**config.mk**
```make
export PLATFORM = sky130hd
export DESIGN_NAME = combined_lcg_shuffle_rng_core
export DESIGN_NICKNAME = d
export VERILOG_FILES = /design/src/hw/rtl/clsr_pkg.sv /design/src/hw/rtl/clsr_gen_pair.sv /design/src/hw/rtl/combined_lcg_shuffle_rng_core.sv
export SDC_FILE = /design/constraint.sdc
export NUM_CORES = 2
export LEC_CHECK = 0
export BUFFER_PORTS_ARGS = -buffer_cell sky130_fd_sc_hd__clkbuf_2
export CAP_MARGIN = 20
export CORE_ASPECT_RATIO = 0.7
export CORE_MARGIN = 2
export CORE_UTILIZATION = 45
export DETAILED_ROUTE_END_ITERATION = 7
export PLACE_DENSITY = 0.63
export SLEW_MARGIN = 5
export SYNTH_ARGS = -nofsm -noshare
export SYNTH_HDL_FRONTEND = slang
export SYNTH_SLANG_ARGS = --single-unit
```
**constraint.sdc**
```tcl
create_clock -name clock -period 15.1 [get_ports clock]
set_input_delay 0.755 -clock clock [delete_from_list [all_inputs] [get_ports clock]]
set_output_delay 0.755 -clock clock [all_outputs]
set_load 0.1 [all_outputs]
```
**src/hw/rtl/clsr_pkg.sv**
```systemverilog
`default_nettype none

package clsr_pkg;

   localparam int unsigned VAL_W      = 31;
   localparam int unsigned TABLE_SIZE = 64;
   localparam int unsigned IDX_W      = 6;
   localparam int unsigned MULT_W     = 16;
   localparam int unsigned PROD_W     = VAL_W + MULT_W;

   localparam logic [MULT_W-1:0] MULT_ONE = 16'd40014;
   localparam logic [MULT_W-1:0] MULT_TWO = 16'd40692;
   localparam logic [VAL_W-1:0]  MOD_ONE  = 31'd2147483563;
   localparam logic [VAL_W-1:0]  MOD_TWO  = 31'd2147483399;
   // 2^31 minus each modulus
   localparam logic [7:0]        FOLD_ONE = 8'd85;
   localparam logic [7:0]        FOLD_TWO = 8'd249;
   localparam logic [VAL_W-1:0]  SEED_RESET = 31'd42;

   typedef struct packed {
      logic load;
      logic advance;
   } gen_ctrl_type;

   typedef enum logic [2:0] {
      ST_IDLE,
      ST_INIT_MUL,
      ST_INIT_RED,
      ST_INIT_WR,
      ST_DRAW_RED,
      ST_DRAW_WR,
      ST_HOLD
   } state_type;

   // p mod (2^31 - c): fold the high part down once, then one subtract
   function automatic logic [VAL_W-1:0] fold_mod(input logic [PROD_W-1:0] prod,
                                                 input logic [7:0]        c,
                                                 input logic [VAL_W-1:0]  m);
      logic [31:0] hi_c;
      logic [31:0] sum;
      hi_c = {16'b0, prod[PROD_W-1:VAL_W]} * {24'b0, c};
      sum  = {1'b0, prod[VAL_W-1:0]} + hi_c;
      if (sum >= {1'b0, m}) begin
         sum = sum - {1'b0, m};
      end
      return sum[VAL_W-1:0];
   endfunction

   // floor(v * 64 / m1) for v below m1: take the top bits, then correct by one
   function automatic logic [IDX_W-1:0] slot_of(input logic [VAL_W-1:0] v);
      logic [IDX_W-1:0] k;
      logic [12:0]      corr;
      logic [31:0]      sum;
      k    = v[VAL_W-1 -: IDX_W];
      corr = ({7'b0, k} + 13'd1) * {5'b0, FOLD_ONE};
      sum  = {1'b0, v[VAL_W-IDX_W-1:0], 6'b0} + {19'b0, corr};
      if (sum[31] && (k != IDX_W'(TABLE_SIZE - 1))) begin
         return k + 6'd1;
      end
      return k;
   endfunction

endpackage

`default_nettype wire

```
**src/hw/rtl/clsr_gen_pair.sv**
```systemverilog
`default_nettype none

module clsr_gen_pair (
   input  wire logic                       clock,
   input  wire logic                       reset,
   input  wire clsr_pkg::gen_ctrl_type     ctrl,
   input  wire logic [clsr_pkg::VAL_W-1:0] seed,
   output logic      [clsr_pkg::VAL_W-1:0] gen_diff
);

   logic [clsr_pkg::VAL_W-1:0]  gen_one_ff, gen_one_in;
   logic [clsr_pkg::VAL_W-1:0]  gen_two_ff, gen_two_in;
   logic [clsr_pkg::PROD_W-1:0] prod_one_ff, prod_two_ff;

   // products track the generators every cycle; registered, so valid in the cycle after a change
   always_ff @(posedge clock) begin
      prod_one_ff <= {16'b0, gen_one_ff} * {31'b0, clsr_pkg::MULT_ONE};
      prod_two_ff <= {16'b0, gen_two_ff} * {31'b0, clsr_pkg::MULT_TWO};
   end

   always_comb begin
      gen_one_in = gen_one_ff;
      gen_two_in = gen_two_ff;
      if (ctrl.load) begin
         gen_one_in = seed;
         gen_two_in = seed;
      end else if (ctrl.advance) begin
         gen_one_in = clsr_pkg::fold_mod(prod_one_ff, clsr_pkg::FOLD_ONE, clsr_pkg::MOD_ONE);
         gen_two_in = clsr_pkg::fold_mod(prod_two_ff, clsr_pkg::FOLD_TWO, clsr_pkg::MOD_TWO);
      end
   end

   always_ff @(posedge clock) begin
      if (reset) begin
         gen_one_ff <= '0;
         gen_two_ff <= '0;
      end else begin
         gen_one_ff <= gen_one_in;
         gen_two_ff <= gen_two_in;
      end
   end

   // wrap the difference into 0 .. m1-1; modulo 2^31 arithmetic lands exactly
   always_comb begin
      if (gen_one_ff >= gen_two_ff) begin
         gen_diff = gen_one_ff - gen_two_ff;
      end else begin
         gen_diff = gen_one_ff - gen_two_ff + clsr_pkg::MOD_ONE;
      end
   end

endmodule

`default_nettype wire

```
**src/hw/rtl/combined_lcg_shuffle_rng_core.sv**
```systemverilog
// Channel   Direction  Ports                              Word
// req       in         req_valid / req_ready              req_reseed
// rsp       out        rsp_valid / rsp_ready              rsp_value
// csr       in         csr_wr_en                          csr_wr_data (seed)
//
// A draw reads the shuffle memory in ST_DRAW_RED, then writes back and loads the output
// register in ST_DRAW_WR (or in ST_HOLD once rsp is free) and returns to ST_IDLE for the next
// request; each draw is one read of the shuffle memory and one write-back. Initialisation
// runs ST_INIT_MUL for the multipliers to settle on the seed, then 64 fills (fold, write).
// Reset: idle, seed 42, initialisation pending; the shuffle memory is not cleared.
// A stalled rsp holds its word; one more draw runs meanwhile, then holds req off.
`default_nettype none

module combined_lcg_shuffle_rng_core (
   input  wire logic                       clock,
   input  wire logic                       reset,
   input  wire logic                       req_valid,
   output logic                            req_ready,
   input  wire logic                       req_reseed,
   output logic                            rsp_valid,
   input  wire logic                       rsp_ready,
   output logic      [clsr_pkg::VAL_W-1:0] rsp_value,
   input  wire logic                       csr_wr_en,
   input  wire logic [clsr_pkg::VAL_W-1:0] csr_wr_data
);

   clsr_pkg::state_type         state_ff, state_in;
   clsr_pkg::gen_ctrl_type      gen_ctrl;
   logic [clsr_pkg::VAL_W-1:0]  seed_ff;
   logic                        init_pending_ff;
   logic [clsr_pkg::VAL_W-1:0]  last_value_ff;
   logic [clsr_pkg::IDX_W-1:0]  slot_ff;
   logic [clsr_pkg::IDX_W-1:0]  cnt_ff, cnt_in;
   logic [clsr_pkg::VAL_W-1:0]  rdata_ff;
   logic                        rsp_valid_ff;
   logic [clsr_pkg::VAL_W-1:0]  rsp_value_ff;
   logic [clsr_pkg::VAL_W-1:0]  gen_diff;
   logic [clsr_pkg::VAL_W-1:0]  table_mem [clsr_pkg::TABLE_SIZE];

   logic                        rsp_free;
   logic                        start_init;
   logic                        wr_en;
   logic [clsr_pkg::IDX_W-1:0]  wr_addr;
   logic                        rd_en;
   logic [clsr_pkg::IDX_W-1:0]  rd_addr;
   logic                        lv_load;
   logic                        rsp_load;
   logic [clsr_pkg::VAL_W-1:0]  rsp_src;

   clsr_gen_pair u_gen_pair (
      .clock    (clock),
      .reset    (reset),
      .ctrl     (gen_ctrl),
      .seed     (seed_ff),
      .gen_diff (gen_diff)
   );

   assign rsp_free  = !rsp_valid_ff || rsp_ready;
   assign rd_addr   = clsr_pkg::slot_of(last_value_ff);
   assign req_ready = (state_ff == clsr_pkg::ST_IDLE);
   assign rsp_valid = rsp_valid_ff;
   assign rsp_value = rsp_value_ff;

   always_comb begin
      state_in         = state_ff;
      gen_ctrl         = '0;
      cnt_in           = cnt_ff;
      start_init       = 1'b0;
      wr_en            = 1'b0;
      wr_addr          = cnt_ff;
      rd_en            = 1'b0;
      lv_load          = 1'b0;
      rsp_load         = 1'b0;
      rsp_src          = last_value_ff;
      case (state_ff)
         clsr_pkg::ST_IDLE: begin
            if (req_valid) begin
               if (init_pending_ff || req_reseed) begin
                  gen_ctrl.load = 1'b1;
                  start_init    = 1'b1;
                  cnt_in        = '0;
                  state_in      = clsr_pkg::ST_INIT_MUL;
               end else begin
                  state_in = clsr_pkg::ST_DRAW_RED;
               end
            end
         end
         clsr_pkg::ST_INIT_MUL: begin
            state_in = clsr_pkg::ST_INIT_RED;
         end
         clsr_pkg::ST_INIT_RED: begin
            gen_ctrl.advance = 1'b1;
            state_in         = clsr_pkg::ST_INIT_WR;
         end
         clsr_pkg::ST_INIT_WR: begin
            wr_en   = 1'b1;
            wr_addr = cnt_ff;
            cnt_in  = cnt_ff + 6'd1;
            if (cnt_ff == clsr_pkg::IDX_W'(clsr_pkg::TABLE_SIZE - 1)) begin
               state_in = clsr_pkg::ST_DRAW_RED;
            end else begin
               state_in = clsr_pkg::ST_INIT_RED;
            end
         end
         clsr_pkg::ST_DRAW_RED: begin
            gen_ctrl.advance = 1'b1;
            rd_en            = 1'b1;
            state_in         = clsr_pkg::ST_DRAW_WR;
         end
         clsr_pkg::ST_DRAW_WR: begin
            wr_en   = 1'b1;
            wr_addr = slot_ff;
            lv_load = 1'b1;
            rsp_src = rdata_ff;
            if (rsp_free) begin
               rsp_load = 1'b1;
               state_in = clsr_pkg::ST_IDLE;
            end else begin
               state_in = clsr_pkg::ST_HOLD;
            end
         end
         clsr_pkg::ST_HOLD: begin
            if (rsp_free) begin
               rsp_load = 1'b1;
               state_in = clsr_pkg::ST_IDLE;
            end
         end
         default: begin
            state_in = clsr_pkg::ST_IDLE;
         end
      endcase
   end

   always_ff @(posedge clock) begin
      if (reset) begin
         state_ff        <= clsr_pkg::ST_IDLE;
         seed_ff         <= clsr_pkg::SEED_RESET;
         init_pending_ff <= 1'b1;
         last_value_ff   <= '0;
         cnt_ff          <= '0;
         rsp_valid_ff    <= 1'b0;
      end else begin
         state_ff <= state_in;
         cnt_ff   <= cnt_in;
         if (csr_wr_en) begin
            seed_ff         <= csr_wr_data;
            init_pending_ff <= 1'b1;
         end else if (start_init) begin
            init_pending_ff <= 1'b0;
         end
         if (lv_load) begin
            last_value_ff <= rdata_ff;
         end
         if (rsp_load) begin
            rsp_valid_ff <= 1'b1;
         end else if (rsp_ready) begin
            rsp_valid_ff <= 1'b0;
         end
      end
   end

   always_ff @(posedge clock) begin
      if (rsp_load) begin
         rsp_value_ff <= rsp_src;
      end
      if (rd_en) begin
         slot_ff <= rd_addr;
      end
   end

   // shuffle table: one write port, one registered read port
   always_ff @(posedge clock) begin
      if (wr_en) begin
         table_mem[wr_addr] <= gen_diff;
      end
   end

   always_ff @(posedge clock) begin
      if (rd_en) begin
         rdata_ff <= table_mem[rd_addr];
      end
   end

endmodule

`default_nettype wire

```
==> results.py <==
metrics = {
    "status": {
        "outcome": "finished, final reports clean",
    },
    "yosys": {
        "synth_edf_count": 2052,
        "yosys.area_share.simple": 0.1312,
        "netlist_instances": 9310,
        "ys_warn_count": 0,
        "synth_nets": 10320,
        "ys_types": 92,
        "ys_seq_area_frac": 0.5841,
        "synth.area.mux_share": 0.02548,
        "ys_ff_latch": 2278,
        "synth_top_area_frac": 0.5441,
        "synthesis.area_um2": 113200,
        "synth-xor-area-share": 0.01500,
        "synth_ff_type": "edfxtp_1",
        "yosysTopAreaCell": "edfxtp_1",
        "async_flop_share": 0,
        "synth_fa_ha_area_frac": 0.1368,
        "synth_top_family_by_area": "adder cells",
        "syn_area_per_cell_um2": 12.16,
        "yosys-top-cells-area": "edfxtp_1 (54%), fa_1 (7.9%), nand2_1 (6.0%)",
        "synth_compound_area_frac": 0.06725,
    },
    "critical_path": {
        "crit_top_cell": "ha_1",
        "crit_arrival_ns": 10.31,
        "slowest_stage": "buf_4",
        "timing.rr.start": "last_value_ff[28]",
        "crit_type": "flop to flop",
        "cp_num_cells": 29,
        "crit_buf_inv": 4,
        "reg2reg_depth": 29,
        "cpLargestDelayFamily": "buffers and inverters",
        "cp-start-kind": "flop",
        "r2r-end": "rdata_ff[27]",
        "required_ns": 15.74,
        "cp_max_fo": 178,
        "max_stage_delay_ns": 0.75,
        "r2r_slack_ns": 5.43,
        "endpoint_kind": "flop",
    },
    "clock_tree": {
        "clk_latency_ns": 0.90,
        "clockBufferDepth": 4,
        "cts_inserted_buffers": 220,
        "path_clk_slew_ns": 0.07,
        "cts-hold-fix-buffers": 0,
        "clock-sinks": 2278,
        "cts_max_level": 4,
        "cts_tree": "yes",
        "cts_root_buf": "clkbuf_16",
        "post_cts_buffers": 0,
        "cts_resized": 0,
    },
    "sta": {
        "min_period_over_period": 0.6405,
        "fmax_ghz": 0.1034,
        "skew_ns": 0.07830,
        "tightestPinTransition_ns": 1.306,
        "final_max_slew_viol_count": 0,
        "hold_viol_final": 0,
        "setup_tns_ns": 0,
        "timing.hold.ws_ns": 0.1322,
        "rsz0062_at_grt": "no",
        "setup_viol": 0,
        "fin_crit_ns": 9.672,
        "max_slew_margin": 0.1198,
    },
    "route": {
        "vias_per_cell": 5.974,
        "wl_met3_um": 46520,
        "dr_wl_met2_um": 141900,
        "wl_per_cell_um": 27.01,
        "met1_length_um": 152300,
        "via_count": 77070,
        "topRoutingLayerUsed": "met5",
        "drtAntennaViolNets": 0,
        "routed_wirelength_um": 348400,
        "drt_iter0_markers": 11750,
        "dr.pass1.iters": 8,
        "drcViolationCount": 0,
    },
    "grt": {
        "grt_antenna_before_repair": 60,
        "grt_pass1_vias": 72950,
        "grt_pass1_wl_um": 503600,
        "grt-ovfl-total": 0,
        "grt_max_degree": 179,
        "track_usage": 0.2681,
    },
    "placement": {
        "io_buffers": 69,
        "hpwlAfterDp_um": 221100,
        "gp_congestion": 0.9165,
    },
    "final_layout": {
        "area_growth_pct": 11.09,
        "nFillCells": 21590,
        "seq_area_um2": 66140,
        "drive_above_1_share": 0.08015,
        "finalNetCount": 10350,
        "multi_input_area_um2": 43510,
        "fin_util": 0.5014,
    },
    "hold_path": {
        "min_from": "csr_wr_data[20]",
        "hold_path_class": "input port to flop",
        "holdPathEnd": "seed_ff[20]",
        "holdPathStages": 3,
    },
    "flow_run": {
        "maxCapViolations": 0,
    },
    "floorplanning": {
        "core_um2": 250900,
        "start_util": 0.4514,
        "die_area_um2": 255800,
        "io_pins": 70,
        "dieHeight_um": 423.7,
        "die_w_um": 603.6,
        "rows": 154,
    },
}
worst max path at each step:
stage / to / startpoint
floorplan: rdata_ff[15] / last_value_ff[25]
global placement: rdata_ff[19] / last_value_ff[25]
detailed placement: rdata_ff[26] / last_value_ff[28]
CTS: rdata_ff[28] / last_value_ff[28]
global route: rdata_ff[28] / last_value_ff[28]
finish: rdata_ff[27] / last_value_ff[28]
worst min-delay path: cells and delay by family:
family,cells,cell delay [ns]
mux,1,0.05
buf+inv,1,0.08
simple gates,1,0.08
Yosys cell counts (24+ instances only):
master,number
dfxtp_1,226
inv_1,767
o21a_1,38
mux2i_1,250
o211ai_1,63
nand2b_1,40
nor2_1,241
mux2_2,34
a22oi_1,50
nand2_1,1814
edfxtp_1,2052
o21bai_1,27
buf_1,46
a21o_1,72
a21oi_1,175
or4_1,61
a211oi_1,29
nand3_1,635
xnor2_1,121
clkbuf_1,369
o22ai_1,58
and3_1,30
ha_1,521
and2_1,52
nor3_1,59
fa_1,448
nand4_1,228
xor2_1,73
o21ai_0,174
or3_1,24
a32oi_1,210
cells by family (layout without fill, tap and decap cells):
family	Yosys count	in the layout
AND/OR/NAND/NOR	3301	3301
buffers and inverters	1205	1415
other	0	27
XOR/XNOR	194	194
adder cells (fa/ha/maj)	969	969
multiplexers	284	284
flip-flops	2278	2278
AO/OA/AOI/OAI	1079	1079
layer usage:
layer	GRT usage	up-vias
met3	0.06614	476
met5	0	-
li1	-	33510
met1	0.4193	38610
met4	0.06007	26
met2	0.3723	4451
area by class of cell:
cell class / instances / share of cell area
repair buffers: 250 / 0.01492
clock inverters: 121 / 0.009369
clock buffers: 276 / 0.04723
multi-input cells: 5827 / 0.3458
flip-flops and latches: 2278 / 0.5258
diodes: 27 / 0.0005371
well taps: 3354 / 0.03336
inverters: 768 / 0.02297
state kept, by name, indices dropped and copies added, names as in the netlist:
signal and cells:
init_pending_ff 1, u_gen_pair.gen_two_ff 31, u_gen_pair.gen_one_ff 31, rdata_ff 31, u_gen_pair.prod_one_ff 46, state_ff 3, u_gen_pair.prod_two_ff 45, rsp_value 31
slot_ff 6, rsp_valid 1, cnt_ff 6, table_mem 1984, seed_ff 31, last_value_ff 31
cells in the final DEF, fill, tap and decap left out, types with 50 or more instances in the layout:
master,count
mux2i_1,248
nor3_1,59
clkbuf_16,225
dfxtp_1,226
clkbuf_2,68
o21ai_0,164
ha_1,521
nor2_4,66
nor2_1,174
xnor2_1,105
and2_1,50
edfxtp_1,2052
nand4_1,228
nand3_1,635
a21oi_1,175
o22ai_1,58
xor2_1,60
a21o_1,72
a22oi_1,50
inv_1,769
o211ai_1,63
nand2_1,1813
a32oi_1,210
buf_4,167
fa_1,448
or4_1,61
through the flow:
stage | instance area (µm²) | setup WS [ns] | cells
floorplan | 113200 | 8.405 | 9310
global placement | 118500 | 5.492 | 12470
detailed placement | 118600 | 5.715 | 12480
CTS | 125700 | 5.605 | 12870
global route | 125700 | 4.929 | 12870
finish | 125800 | 5.428 | 12900
Power is not shown: default switching activity piles up to over one toggle a cycle in this logic, so the estimate is an artifact.
